`config.mk`:
```
export PLATFORM = sky130hd
export DESIGN_NAME = kli_blend
export DESIGN_NICKNAME = d
export VERILOG_FILES = /design/src/hdl/kli_pkg.sv /design/src/hdl/kli_blend.sv
export SDC_FILE = /design/constraint.sdc
export NUM_CORES = 2
export LEC_CHECK = 0
export BUFFER_PORTS_ARGS = -buffer_cell sky130_fd_sc_hd__buf_2
export CORE_AREA = 2 2 369 371
export DETAILED_ROUTE_END_ITERATION = 10
export DIE_AREA = 0 0 371 373
export GPL_TIMING_DRIVEN = 0
export PLACE_DENSITY_LB_ADDON = 0.15
export SLEW_MARGIN = 20
export SYNTH_ARGS = -nofsm -noshare
export SYNTH_HDL_FRONTEND = slang
export SYNTH_SLANG_ARGS = --single-unit
export TNS_END_PERCENT = 20
```
`constraint.sdc`:
```
create_clock -name aclk -period 25.6 [get_ports aclk]
set_input_delay 3.84 -clock aclk [delete_from_list [all_inputs] [get_ports aclk]]
set_output_delay 3.84 -clock aclk [all_outputs]
set_load 0.01 [all_outputs]
```
`src/hdl/kli_pkg.sv`:
```
// Shared constants, types and codes for the keyframe linear interpolator.
// No dependencies; imported by every module of the block.
`default_nettype none
package kli_pkg;

    localparam int MAX_KEYS   = 8;
    localparam int FRAME_BITS = 10;
    localparam int VAL_W      = 16;
    localparam int NVAL       = 7;
    localparam int FRAC_BITS  = 12;
    localparam int SLOT_W     = 3;
    localparam int COUNT_W    = 4;
    localparam int LEFT_W     = (MAX_KEYS > 2) ? $clog2(MAX_KEYS) : 1;
    localparam int STEP_W     = $clog2(FRAC_BITS);
    localparam int DIFF_W     = VAL_W + 1;
    localparam int PROD_W     = DIFF_W + FRAC_BITS + 1;

    localparam logic [COUNT_W-1:0] COUNT_RESET = COUNT_W'(3);

    typedef enum logic {
        OP_WRITE = 1'b0,
        OP_QUERY = 1'b1
    } op_t;

    typedef enum logic [1:0] {
        KIND_EXACT    = 2'd0,
        KIND_BLEND    = 2'd1,
        KIND_FALLBACK = 2'd2
    } kind_t;

    typedef enum logic [2:0] {
        ST_IDLE,
        ST_DIV,
        ST_MUL,
        ST_SUM,
        ST_OUT
    } state_t;

    typedef logic [NVAL-1:0][VAL_W-1:0] vals_t;

    typedef struct packed {
        logic [FRAME_BITS-1:0] frame;
        vals_t                 vals;
    } key_t;

    // search request travelling down the cell chain
    typedef struct packed {
        logic                  valid;
        logic [FRAME_BITS-1:0] q;
        logic [LEFT_W-1:0]     left;
        logic                  found;
        kind_t                 kind;
        logic [FRAME_BITS-1:0] fa;
        logic [FRAME_BITS-1:0] fb;
        vals_t                 va;
        vals_t                 vb;
    } token_t;

endpackage
`default_nettype wire

```
`src/hdl/kli_blend.sv`:
```
// Result stage: serial fraction divider, per-value blend and output register.
// Depends on kli_pkg; fed by the last cell of the chain.
`default_nettype none
module kli_blend
    import kli_pkg::*;
(
    input  wire logic                  aclk,
    input  wire logic                  aresetn,
    input  wire token_t                tok,
    input  wire logic                  m_ready,
    output logic                       m_valid,
    output logic [FRAME_BITS-1:0]      out_frame,
    output vals_t                      out_vals,
    output kind_t                      out_kind,
    output logic                       done
);

    state_t state_reg, state_next;

    logic [FRAME_BITS-1:0]            q_reg;
    kind_t                            kind_reg;
    vals_t                            va_reg, vb_reg, res_reg;
    logic [FRAME_BITS:0]              rem_reg;
    logic [FRAME_BITS-1:0]            den_reg;
    logic [FRAC_BITS-1:0]             quo_reg;
    logic [STEP_W-1:0]                step_reg;
    logic signed [PROD_W-1:0]         prod_reg [NVAL];
    logic                             m_valid_reg;
    logic [FRAME_BITS-1:0]            m_frame_reg;
    vals_t                            m_vals_reg;
    kind_t                            m_kind_reg;

    logic [FRAME_BITS+1:0]            rem_dbl;
    logic                             load_out;

    assign rem_dbl = {rem_reg, 1'b0};

    always_comb begin
        state_next = state_reg;
        unique case (state_reg)
            ST_IDLE: begin
                if (tok.valid) begin
                    state_next = (tok.kind == KIND_BLEND) ? ST_DIV : ST_OUT;
                end
            end
            ST_DIV: begin
                if (step_reg == STEP_W'(FRAC_BITS - 1)) begin
                    state_next = ST_MUL;
                end
            end
            ST_MUL:  state_next = ST_SUM;
            ST_SUM:  state_next = ST_OUT;
            ST_OUT: begin
                if (!m_valid_reg || m_ready) begin
                    state_next = ST_IDLE;
                end
            end
            default: state_next = ST_IDLE;
        endcase
    end

    always_comb begin
        load_out = (state_reg == ST_OUT) && (!m_valid_reg || m_ready);
        done     = load_out;
    end

    always_ff @(posedge aclk) begin
        if (!aresetn) begin
            state_reg   <= ST_IDLE;
            m_valid_reg <= 1'b0;
        end else begin
            state_reg <= state_next;
            if (load_out) begin
                m_valid_reg <= 1'b1;
            end else if (m_ready) begin
                m_valid_reg <= 1'b0;
            end
        end
    end

    always_ff @(posedge aclk) begin
        case (state_reg)
            ST_IDLE: begin
                q_reg    <= tok.q;
                kind_reg <= tok.kind;
                va_reg   <= tok.va;
                vb_reg   <= tok.vb;
                res_reg  <= tok.va;
                rem_reg  <= {1'b0, tok.q - tok.fa};
                den_reg  <= tok.fb - tok.fa;
                quo_reg  <= '0;
                step_reg <= '0;
            end
            ST_DIV: begin
                // restoring step, one quotient bit per cycle
                if (rem_dbl >= {2'b00, den_reg}) begin
                    rem_reg <= (FRAME_BITS+1)'(rem_dbl - {2'b00, den_reg});
                    quo_reg <= {quo_reg[FRAC_BITS-2:0], 1'b1};
                end else begin
                    rem_reg <= rem_dbl[FRAME_BITS:0];
                    quo_reg <= {quo_reg[FRAC_BITS-2:0], 1'b0};
                end
                step_reg <= step_reg + STEP_W'(1);
            end
            ST_MUL: begin
                for (int j = 0; j < NVAL; j++) begin
                    prod_reg[j] <= ($signed({vb_reg[j][VAL_W-1], vb_reg[j]})
                                  - $signed({va_reg[j][VAL_W-1], va_reg[j]}))
                                  * $signed({1'b0, quo_reg});
                end
            end
            ST_SUM: begin
                for (int j = 0; j < NVAL; j++) begin
                    res_reg[j] <= va_reg[j] + VAL_W'(prod_reg[j] >>> FRAC_BITS);
                end
            end
            default: begin
            end
        endcase
    end

    always_ff @(posedge aclk) begin
        if (load_out) begin
            m_frame_reg <= q_reg;
            m_vals_reg  <= res_reg;
            m_kind_reg  <= kind_reg;
        end
    end

    assign m_valid   = m_valid_reg;
    assign out_frame = m_frame_reg;
    assign out_vals  = m_vals_reg;
    assign out_kind  = m_kind_reg;

endmodule
`default_nettype wire

```
==> flow_metrics.tcl <==
set metrics [dict create \
    status "finished clean" \
    cts_tree "done" \
    start_util_pct 59.7 \
    fin_skew_ps 34.5 \
    dieArea_um2 138000 \
    fin_crit_sh_pct 35.7 \
    cp-end-kind "output pin" \
    ioPinCount 390 \
    clk_pin_slew_worst_paths_ps 60 \
    p_int_mw 3.71 \
    synth_top_area_share_pct 31.2 \
    gp_congestion 0.978 \
    async_flop_share_pct 0 \
    powerDensity_nw_per_um2 77.2 \
    drv_slew 0 \
    die_h_um 373 \
    vias 58600 \
    ys_seq_area_share_pct 23.3 \
    start_kind "input pin" \
    synth-xor-area-share_pct 4.03 \
    grt_max_degree 48 \
    drc 0 \
    cap_violations 0 \
    cp_max_fo 45 \
    drive_above_1_share_pct 7.56 \
    grt_setup_unrepaired "no" \
    p_comb_share_pct 63.0 \
    tightest_slew_ps 1280 \
    dr.pass1.iters 5 \
    track_usage_pct 34.7 \
    netSwitchingFraction_pct 45.4 \
    synth_top_family_by_area "adder cells" \
    viasPerCell 5.57 \
    synth_ff_type "edfxtp_1" \
    synth.area.top_cells "fa_1 31%, edfxtp_1 23%, ha_1 11%, inv_1 8.6%, and2_1 5.0%" \
    cellLeakagePower_nw 42.9 \
    portBuffers 385 \
    antenna_found_initial 42 \
    htree_levels 3 \
    die_width_um 371 \
    grt_overflow 0 \
    seq_power_share_pct 20.5 \
    fin_nets 10800 \
    core.rowCount 135 \
    synth_cell_types 83 \
    detail-route-antenna-nets 0 \
    required_ps 21760 \
    setup_tns_ps 0 \
    synth-edff-count 621 \
    cts-root-buf "clkbuf_16" \
    avgSynthCellArea_um2 9.86 \
    synth_simple_gate_area_share_pct 14.6 \
    syn-num-nets 10300 \
    cts_sinks 625 \
    grt_pass1_wl_mm 357 \
    core_um2 135000 \
    synth_compound_area_share_pct 5.92 \
    grt_pass1_vias 60600 \
    synth_cells 8145 \
    syn_area_um2 80300 \
    muxShareOfSynthArea_pct 0.162 \
    setup_viol 0 \
    clockBufferDepth 3 \
    hold_slack_ps 406 \
    ys_warn_count 0 \
    worstPathArrival_ps 5290 \
    drtIter0Drc 5300 \
    synth_seq_cells 625 \
    worstSetupPathType "in -> out" \
    clk_latency_ps 730 \
    drt-total-wl_mm 235 \
    slew_headroom_pct 14.8 \
    hpwl_mm 184 \
    cts_buffers 76 \
    min_path_type "reg -> reg" \
    peakVddDrop_mv 0.0548 \
    p_sw_mw 3.08 \
    p_clk_share_pct 16.6 \
    final_util_pct 65.3 \
    fmax_mhz 109 \
    cts_resized 0 \
    yosysTopAreaCell "fa_1" \
    layout-area-overhead-vs-synth_pct 9.40 \
    synth_fa_ha_area_share_pct 41.8 \
    routedWlPerCell_um 22.3 \
    fin_crit_ps 9130 \
    cts_hold_buffers 0 \
    post_cts_buffers 0 \
    hold_viol 0 \
]
-- logic make-up after synthesis --
| logic type | after synthesis |
|---|---|
| flops | 625 |
| mux | 13 |
| simple gates | 2317 |
| compound gates | 729 |
| fa+ha+maj | 1932 |
| xor+xnor | 363 |
| buf+inv | 2166 |
-- power groups by stage --
stage | Combinational [mW] | Clock (mW) | Sequential (mW)
CTS | 4.26 | 1.15 | 1.39
floorplan | 3.12 | 0 | 1.42
detailed placement | 4.22 | 0 | 1.41
global placement | 4.09 | 0 | 1.45
finish | 4.27 | 1.12 | 1.39
global route | 4.86 | 1.18 | 1.40
-- layer usage --
layer,global-route usage [%],routed length [um],up-vias
li1,-,-,26200
met1,46.5,92400,29300
met4,17.2,13200,20
met2,53.7,106000,2546
met5,0,138,-
met3,7.46,22800,576
-- layout make-up --
type,count,area [um2]
fill,11000,46700
antenna,35,87.6
tap,1781,2230
inverter,1851,6950
clock inverter,45,601
timing repair buffer,430,2540
buffer,315,1270
sequential,625,18700
clock buffer,94,1970
multi-input combinational,5354,53500
-- cells in the mapped netlist, types with 6 or more instances --
cell type	number
o21ai_0	191
o21ai_1	12
nand3b_1	35
nand2b_1	94
nand2_1	863
and3b_1	21
ha_1	680
or3_1	47
o31ai_1	43
mux2i_1	13
and2_1	642
nand4b_1	6
a31oi_1	11
edfxtp_1	621
o21a_1	47
a21oi_1	159
nor3_1	92
clkbuf_1	307
o21bai_1	18
a21boi_0	30
nand4_1	15
nor2b_1	153
o22ai_1	26
a211o_1	8
o211ai_1	8
or2_2	14
a41oi_1	11
xor2_1	92
and3_1	42
nand3_1	70
fa_1	1252
a21o_1	60
xnor2_1	267
nor2_1	206
buf_2	7
o211a_1	8
o2111ai_1	6
a211oi_1	38
inv_1	1851
-- metrics by stage --
stage | worst slack, ps | cells | total power [mW] | instance area [um2]
2_1_floorplan | 4890 | 8145 | 4.55 | 80300
3_3_place_gp | -6430 | 10300 | 5.53 | 84500
3_5_place_dp | 16400 | 10400 | 5.63 | 85200
4_1_cts | 16410 | 10500 | 6.79 | 87800
5_1_grt | 16220 | 10500 | 7.43 | 87800
6_report | 16470 | 10500 | 6.79 | 87900
-- final timing paths --
path | from | to | slack, ps | cells past startpoint
min reg2reg | res_reg[95]$_DFFE_PP_ | out_vals[95]$_DFFE_PP_ | 410 | 0
max reg2reg | va_reg[1]$_DFFE_PP_ | prod_reg[0][27]$_DFFE_PP_ | 16670 | 31
min | res_reg[95]$_DFFE_PP_ | out_vals[95]$_DFFE_PP_ | 410 | 0
max | m_ready | done | 16470 | 5
-- cells in the final DEF (no fill, tap or decap), drive strengths merged, types with 13 or more instances in the layout --
cell / instances
or2: 15
a21boi: 33
fa: 1252
xnor2: 267
inv: 1858
ha: 680
o21a: 48
nor3: 92
or3: 47
and2: 642
o31ai: 45
o21ai: 204
o21bai: 18
buf: 438
clkbuf: 401
diode: 35
and3: 42
nand4: 15
nand3b: 35
nor2: 206
nor2b: 153
a211oi: 40
edfxtp: 621
nand2: 864
and3b: 21
mux2i: 13
o22ai: 27
nand3: 70
clkinv: 26
xor2: 92
a21o: 60
nand2b: 94
a21oi: 160
-- critical path, cell delays in order --
cell	delay [ps]
buf_2	80
nand2b_1	190
and3_4	630
buf_16	300
buf_2	190
Note: power is estimated with default switching activity, not from simulation.
