$ cat src/hdl/kli_pkg.sv
// Shared constants, types and codes for the keyframe linear interpolator.
// No dependencies; imported by every module of the block.
`default_nettype none
package kli_pkg;

    localparam int MAX_KEYS   = 8;
    localparam int FRAME_BITS = 10;
    localparam int VAL_W      = 16;
    localparam int NVAL       = 7;
    localparam int FRAC_BITS  = 12;
    localparam int SLOT_W     = 3;
    localparam int COUNT_W    = 4;
    localparam int LEFT_W     = (MAX_KEYS > 2) ? $clog2(MAX_KEYS) : 1;
    localparam int STEP_W     = $clog2(FRAC_BITS);
    localparam int DIFF_W     = VAL_W + 1;
    localparam int PROD_W     = DIFF_W + FRAC_BITS + 1;

    localparam logic [COUNT_W-1:0] COUNT_RESET = COUNT_W'(3);

    typedef enum logic {
        OP_WRITE = 1'b0,
        OP_QUERY = 1'b1
    } op_t;

    typedef enum logic [1:0] {
        KIND_EXACT    = 2'd0,
        KIND_BLEND    = 2'd1,
        KIND_FALLBACK = 2'd2
    } kind_t;

    typedef enum logic [2:0] {
        ST_IDLE,
        ST_DIV,
        ST_MUL,
        ST_SUM,
        ST_OUT
    } state_t;

    typedef logic [NVAL-1:0][VAL_W-1:0] vals_t;

    typedef struct packed {
        logic [FRAME_BITS-1:0] frame;
        vals_t                 vals;
    } key_t;

    // search request travelling down the cell chain
    typedef struct packed {
        logic                  valid;
        logic [FRAME_BITS-1:0] q;
        logic [LEFT_W-1:0]     left;
        logic                  found;
        kind_t                 kind;
        logic [FRAME_BITS-1:0] fa;
        logic [FRAME_BITS-1:0] fb;
        vals_t                 va;
        vals_t                 vb;
    } token_t;

endpackage
`default_nettype wire

$ cat src/hdl/kli_cell.sv
// One keyframe cell: stores a key and checks a passing search request against it
// and its right neighbor, or takes it as the fallback key. Depends on kli_pkg.
`default_nettype none
module kli_cell
    import kli_pkg::*;
(
    input  wire logic   aclk,
    input  wire logic   aresetn,
    input  wire logic   wr_en,
    input  wire key_t   wr_key,
    input  wire key_t   nb_key,
    output key_t        own_key,
    input  wire token_t tok_in,
    output token_t      tok_out
);

    key_t   key_reg;
    token_t tok_reg;
    token_t tok_next;

    always_ff @(posedge aclk) begin
        if (wr_en) begin
            key_reg <= wr_key;
        end
    end

    always_comb begin
        tok_next = tok_in;
        if (tok_in.valid && !tok_in.found) begin
            if (tok_in.left == '0) begin
                tok_next.found = 1'b1;
                tok_next.kind  = KIND_FALLBACK;
                tok_next.va    = key_reg.vals;
            end else begin
                tok_next.left = tok_in.left - LEFT_W'(1);
                if (key_reg.frame == tok_in.q) begin
                    tok_next.found = 1'b1;
                    tok_next.kind  = KIND_EXACT;
                    tok_next.va    = key_reg.vals;
                end else if (key_reg.frame < tok_in.q && nb_key.frame > tok_in.q) begin
                    tok_next.found = 1'b1;
                    tok_next.kind  = KIND_BLEND;
                    tok_next.fa    = key_reg.frame;
                    tok_next.fb    = nb_key.frame;
                    tok_next.va    = key_reg.vals;
                    tok_next.vb    = nb_key.vals;
                end
            end
        end
    end

    always_ff @(posedge aclk) begin
        if (!aresetn) begin
            tok_reg <= '0;
        end else begin
            tok_reg <= tok_next;
        end
    end

    assign own_key = key_reg;
    assign tok_out = tok_reg;

endmodule
`default_nettype wire

$ cat config.mk
export PLATFORM = sky130hd
export DESIGN_NAME = kli_cell
export DESIGN_NICKNAME = d
export VERILOG_FILES = /design/src/hdl/kli_pkg.sv /design/src/hdl/kli_cell.sv
export SDC_FILE = /design/constraint.sdc
export NUM_CORES = 1
export LEC_CHECK = 0
export BUFFER_PORTS_ARGS = -buffer_cell sky130_fd_sc_hd__buf_2
export CAP_MARGIN = 20
export CORE_AREA = 5 5 341 343
export DETAILED_ROUTE_END_ITERATION = 12
export DIE_AREA = 0 0 346 348
export SLEW_MARGIN = 25
export SYNTH_ARGS = -nofsm -noshare
export SYNTH_HDL_FRONTEND = slang
export SYNTH_SLANG_ARGS = --single-unit
$ cat constraint.sdc
create_clock -name aclk -period 3.1 [get_ports aclk]
set_input_delay 0.62 -clock aclk [delete_from_list [all_inputs] [get_ports aclk]]
set_output_delay 0.62 -clock aclk [all_outputs]
set_load 0.01 [all_outputs]
==> results.cfg, run 1 <==
[floorplan]
vert_die_dim_um = 348
placementRows = 124
initial_utilization_pct = 12.7
chipWidth_um = 346
top_level_ports = 891
placeableCoreArea_sq_mm = 0.113
floorplan.die_area_sq_mm = 0.120

[sta]
setup_tns_ps = 0
clock-skew-final_ps = 12.3
finalSetupViolations = 0
report.final.slew_viol_count = 0
max-slew-margin-rel_pct = 50.6
finalHoldViolations = 0
timing.final.crit_share_pct = 91.0
finalWorstPathRequiredPeriod_ps = 2820
max_freq_mhz = 354
max_slew.worst_pin.slew_ps = 742
grt_setup_unrepaired = no

[logic_synthesis]
synth-warning-count = 0
synth.net_count = 1829
synth_sequential_area_ratio_pct = 61.9
yosys_register_bits = 383
synth.distinct_cells = 32
synth.avg_cell_area_sq_um = 11.1
synth_cells = 1298
synthesis.area_sq_mm = 0.0144

[clock_tree]
clk_pin_slew_ps = 60
htree_num_levels = 2
postCtsSetupRepairBufs = 0
cts.path.max_buffers = 3
postCtsHoldBufs = 0
postCtsResizedCells = 0
clock-sinks = 383
tritoncts = yes
clock_tree.root_cell = sky130_fd_sc_hd__clkbuf_16
number_of_buffers_added_by_the_clock_tree_synthesis_step = 48
clkLatencyLatePin_ps = 600

[pwr]
power.leakage_nw = 11.1
powerDensity_mw_per_mm2 = 597
irDropWorstVdd_uv = 399
design_power_total_mw = 13.5

[drt]
drc = 0
wl_per_cell_um = 22.4
drt-total-wl_um = 84900
drtPass1Iterations = 4
final_antenna_net_count = 0
drt_iter0_markers = 731
routed_via_density = 3.51
num_vias = 13300

[worst_setup_path]
start_kind = register
rrSetupSlack_ps = 280
critical_path_arrival_ps = 3330
maximum_fanout_along_the_worst_path = 26
worst_r2r_path_depth = 10
regToRegEndpoint = tok_out[230]
end_kind = register
crit_path_start = own_key[119]
criticalPathCategory = register to register
r2r_start = own_key[119]
cp.required_ps = 3610

[global_routing]
first_global_vias = 13500
grt_max_degree = 69
grt_antenna_before_repair = 60
track_usage_pct = 13.3
overflow = 0
grt_first_pass_wirelength_um = 112000

[hold_path]
holdCritPathClass = primary input to register
timing.hold.worst_path_depth = 1
worstHoldStart = wr_key[20]
worstHoldEndpoint = own_key[20]

[placement]
numPortBuffers = 890
place_hpwl_um = 70800
gp_congestion = 0.925

[final_layout]
commonest_non_fill_non_tap_cell_in_the_layout = sky130_fd_sc_hd__buf_2
synthToLayoutAreaGrowth_pct = 57.8
post_route_cells_drive_above_1_share_pct = 46.1
most-common-layout-cells = 888 x sky130_fd_sc_hd__buf_2, 493 x sky130_fd_sc_hd__nand2_1, 261 x sky130_fd_sc_hd__dfxtp_1
layout.nets = 2758

[job]
cap_violations = 0

[run_status]
run_status = completed
==> final cells by class <==
type	instances	area (sq um)
fill	12600	90600
multi-input combinational	813	4940
clock buffer	60	1300
sequential	383	8890
inverter	18	67.6
timing repair buffer	963	5210
tap	1512	1890
clock inverter	30	319
antenna	13	32.5
==> per-stage QoR <==
stage,setup WS [ps],instances,area (sq um),hold slack (ps),utilization [%]
2_1_floorplan,579,1298,14400,572,-
4_1_cts,220,3779,22600,98.6,20.0
5_1_grt,88.6,3782,22600,115,20.0
6_report,279,3792,22600,191,20.0
3_3_place_gp,61.9,3689,21000,505,18.5
3_5_place_dp,4.90,3689,21000,521,18.5
==> Yosys cell counts (all sizes together) <==
cell,count,area share (%)
nand4,4,0.17
buf,27,1.8
dfxtp,261,36
o21a,1,0.052
inv,18,0.47
a21boi,1,0.052
ha,23,2.0
and2,13,0.57
o221ai,1,0.10
edfxtp,122,26
nor2,2,0.052
o211a,1,0.070
nand3,1,0.035
nand2b,1,0.044
o21ai,2,0.070
a21o,3,0.16
nor3b,1,0.052
a21oi,9,0.31
a211oi,2,0.14
xnor2,1,0.061
nand2,493,13
mux2i,244,17
a31oi,1,0.044
o21bai,1,0.052
nor3,3,0.10
o221a,1,0.078
clkbuf,57,1.5
nor2b,3,0.13
o31ai,1,0.052
==> where the power goes <==
group | switching [mW] | internal [mW]
combinational | 1.10 | 0.802
sequential | 0.215 | 5.57
clock | 2.42 | 3.41
==> how the worst max path moves through the flow <==
stage,endpoint,cells after the start
after CTS,tok_out[193],7
after global placement,tok_out[181],9
final,tok_out[230],10
after detailed placement,tok_out[193],9
after global routing,tok_out[230],10
after floorplan,tok_out[0],11
==> kinds of logic (layout without fill, tap and decap cells) <==
group	after synthesis	count (layout)	synth area share, %
and+or+nand+nor	521	521	14.1
DFF	383	383	61.9
muxes	244	244	17.0
buffers and inverters	102	1071	3.73
AOI/OAI and AO/OA	24	24	1.19
adders and majority gates	23	23	2.01
xor gates and xnor gates	1	1	0.0610
other	0	13	0
==> metal layers <==
| layer | vias to the layer above | share of wire, % | GRT usage, % |
|---|---|---|---|
| li1 | 6181 | - | - |
| met1 | 6238 | 42 | 16.9 |
| met2 | 722 | 46 | 21.7 |
| met3 | 152 | 9.1 | 4.81 |
| met4 | 14 | 2.5 | 3.15 |
| met5 | - | 0.10 | 0 |
==> registers in the layout, indices dropped and copies added (netlist names) <==
signal	cells
tok_out	261
own_key	122
==> worst max-delay path: stages, from the launching register on <==
cell and delay [ps]:
sky130_fd_sc_hd__edfxtp_1 500, sky130_fd_sc_hd__ha_1 360, sky130_fd_sc_hd__a21o_1 180, sky130_fd_sc_hd__a21o_1 180, sky130_fd_sc_hd__a211oi_2 230, sky130_fd_sc_hd__o221ai_2 210
sky130_fd_sc_hd__nor3_2 240, sky130_fd_sc_hd__buf_4 170, sky130_fd_sc_hd__buf_12 220, sky130_fd_sc_hd__buf_4 190, sky130_fd_sc_hd__mux2i_1 230
Power figures use the tool's default switching activity.
==> inputs of run 2 (changes only) <==
--- a/config.mk
+++ b/config.mk
@@ -7,7 +7,7 @@
 export LEC_CHECK = 0
 export BUFFER_PORTS_ARGS = -buffer_cell sky130_fd_sc_hd__buf_2
 export CAP_MARGIN = 20
-export CORE_AREA = 5 5 341 343
+export CORE_AREA = 10 10 336 338
 export DETAILED_ROUTE_END_ITERATION = 12
 export DIE_AREA = 0 0 346 348
 export SLEW_MARGIN = 25
==> constraint.sdc (replaced) <==
create_clock -name aclk -period 3.1 [get_ports aclk]
set_input_delay 0.31 -clock aclk [delete_from_list [all_inputs] [get_ports aclk]]
set_output_delay 0.31 -clock aclk [all_outputs]
set_load 0.01 [all_outputs]
==> run 2 against run 1 <==
Critical path depth unchanged; global-route usage grew 1.5 points; fmax shrank 4.9%; worst hold slack got worse by 150 ps; critical endpoint is now tok_out[66]; highest routed layer unchanged.
==> results.cfg, run 2 (same netlist as run 1, synthesis figures left out) <==
[final_layout]
post_route_cells_drive_above_1_share_pct = 37.5
layout.nets = 3236
utilization_pct = 25.7
largest_reg_flops = 261
commonest_non_fill_non_tap_cell_in_the_layout = sky130_fd_sc_hd__buf_2
postLayoutCellArea_sq_mm = 0.0273
most-common-layout-cells = 888 x sky130_fd_sc_hd__buf_2, 493 x sky130_fd_sc_hd__nand2_1, 492 x sky130_fd_sc_hd__dlygate4sd3_1
synthToLayoutAreaGrowth_pct = 90.2

[drt]
routed_via_density = 3.74
drtPass1Iterations = 5
wl_per_cell_um = 22.8
drt-total-wl_um = 94900
drt_iter0_markers = 949
drc = 0
final_antenna_net_count = 0
num_vias = 15600

[global_routing]
track_usage_pct = 14.8
first_global_vias = 16100
grt_first_pass_wirelength_um = 128000
grt_max_degree = 87
overflow = 0
grt_antenna_before_repair = 26

[sta]
worst_slack_ps = 133
grt_setup_unrepaired = no
finalWorstPathRequiredPeriod_ps = 2970
max-slew-margin-rel_pct = 40.9
setup_tns_ps = 0
report.final.slew_viol_count = 0
clock-skew-final_ps = 13.7
timing.final.crit_share_pct = 95.7
finalSetupViolations = 0
finalHoldViolations = 0
max_freq_mhz = 337
max_slew.worst_pin.slew_ps = 886

[pwr]
combinational_share_of_power_pct = 17.2
power.leakage_nw = 13.2
power_switching_mw = 4.07
powerDensity_mw_per_mm2 = 521
intPower_mw = 10.1
p_seq_share_pct = 40.9
clock_power_share_pct = 41.9
netSwitchingFraction_pct = 28.6
irDropWorstVdd_uv = 393

[worst_setup_path]
rrSetupSlack_ps = 130
end_kind = register
criticalPathCategory = register to register
critical_path_arrival_ps = 3530
cp.required_ps = 3660
start_kind = register
maximum_fanout_along_the_worst_path = 11

[floorplan]
chipWidth_um = 346
vert_die_dim_um = 348
floorplan.die_area_sq_mm = 0.120
top_level_ports = 891
initial_utilization_pct = 13.5
placementRows = 120
placeableCoreArea_sq_mm = 0.106

[placement]
post_dp_cell_area_sq_mm = 0.0206
pre_cts_ws_ps = 318
place_hpwl_um = 73000
numPortBuffers = 890
gp_congestion = 0.895

[clock_tree]
cts.path.max_buffers = 3
number_of_buffers_added_by_the_clock_tree_synthesis_step = 50
tritoncts = yes
clock_tree.root_cell = sky130_fd_sc_hd__clkbuf_16
htree_num_levels = 2
clkLatencyLatePin_ps = 630
clock-sinks = 383
clk_pin_slew_ps = 60

[job]
cap_violations = 0

[hold_path]
holdCritPathClass = primary input to register

[run_status]
run_status = completed
[run 2: changes by cell type in the layout (fill, tap and decap cells not counted), moves of 2 or more]
| cell | delta |
|---|---|
| sky130_fd_sc_hd__bufinv_16 | -2 |
| sky130_fd_sc_hd__inv_16 | +2 |
| sky130_fd_sc_hd__clkinvlp_4 | -5 |
| sky130_fd_sc_hd__buf_6 | +3 |
| sky130_fd_sc_hd__diode_2 | +4 |
| sky130_fd_sc_hd__buf_4 | -13 |
| sky130_fd_sc_hd__clkbuf_1 | +2 |
| sky130_fd_sc_hd__dlygate4sd3_1 | +492 |
| sky130_fd_sc_hd__clkinv_1 | -2 |
| sky130_fd_sc_hd__buf_12 | -6 |
| sky130_fd_sc_hd__inv_4 | +2 |
[run 2: worst paths after layout]
kind                                      to          from  cells past startpoint
worst max-delay path             tok_out[66]  own_key[119]                     10
worst min-delay path             tok_out[35]    tok_in[35]                      3
worst max register to register   tok_out[66]  own_key[119]                     10
worst min register to register  tok_out[134]   own_key[22]                      2
[run 2: cell type report]
type	count	area, sq um
Antenna cell	17	42.5
Fill cell	11100	79000
Multi-Input combinational cell	813	4960
Sequential cell	383	8890
Inverter	18	67.6
Clock buffer	64	1350
Clock inverter	27	295
Timing Repair Buffer	1439	9950
Tap cell	1403	1760
[run 2: stage by stage]
step	instances	hold slack, ps	power, mW
after floorplan	1298	409	6.55
after global placement	3556	488	7.79
after detailed placement	3556	488	7.79
after CTS	4139	0.248	14.5
after global routing	4150	4.65	14.8
final	4164	42.0	14.2
[run 2: critical path: stages (launching register included)]
cell and delay [ps]:
sky130_fd_sc_hd__edfxtp_1 420, sky130_fd_sc_hd__ha_1 330, sky130_fd_sc_hd__a21o_1 180, sky130_fd_sc_hd__a21o_1 180, sky130_fd_sc_hd__a211oi_2 240, sky130_fd_sc_hd__o221ai_4 170, sky130_fd_sc_hd__nor3_4 200, sky130_fd_sc_hd__buf_12 180
sky130_fd_sc_hd__buf_4 190, sky130_fd_sc_hd__mux2i_1 220, sky130_fd_sc_hd__dlygate4sd3_1 560
[run 2: power groups by stage]
stage / Sequential, mW / Combinational (mW) / Clock, mW
detailed placement: 5.90 / 1.89 / 0
finish: 5.81 / 2.45 / 5.96
global route: 5.84 / 2.63 / 6.37
floorplan: 6.00 / 0.552 / 0
global placement: 5.91 / 1.88 / 0
CTS: 5.81 / 2.45 / 6.21
[run 2: metal layers]
layer | vias up | wire length, um | GRT usage [%]
met4 | 8 | 3130 | 4.59
met3 | 152 | 8090 | 4.86
met2 | 804 | 44400 | 24.7
li1 | 7140 | - | -
met1 | 7488 | 39300 | 18.0
met5 | - | 51 | 0
[run 2: repair_timing]
item | CTS | global route
buffers inserted | 0 | 8
hold buffers | 492 | 0
resized for setup | 0 | 5
endpoints found under the setup margin | 0 | 24
hold endpoints to repair | 375 | 0
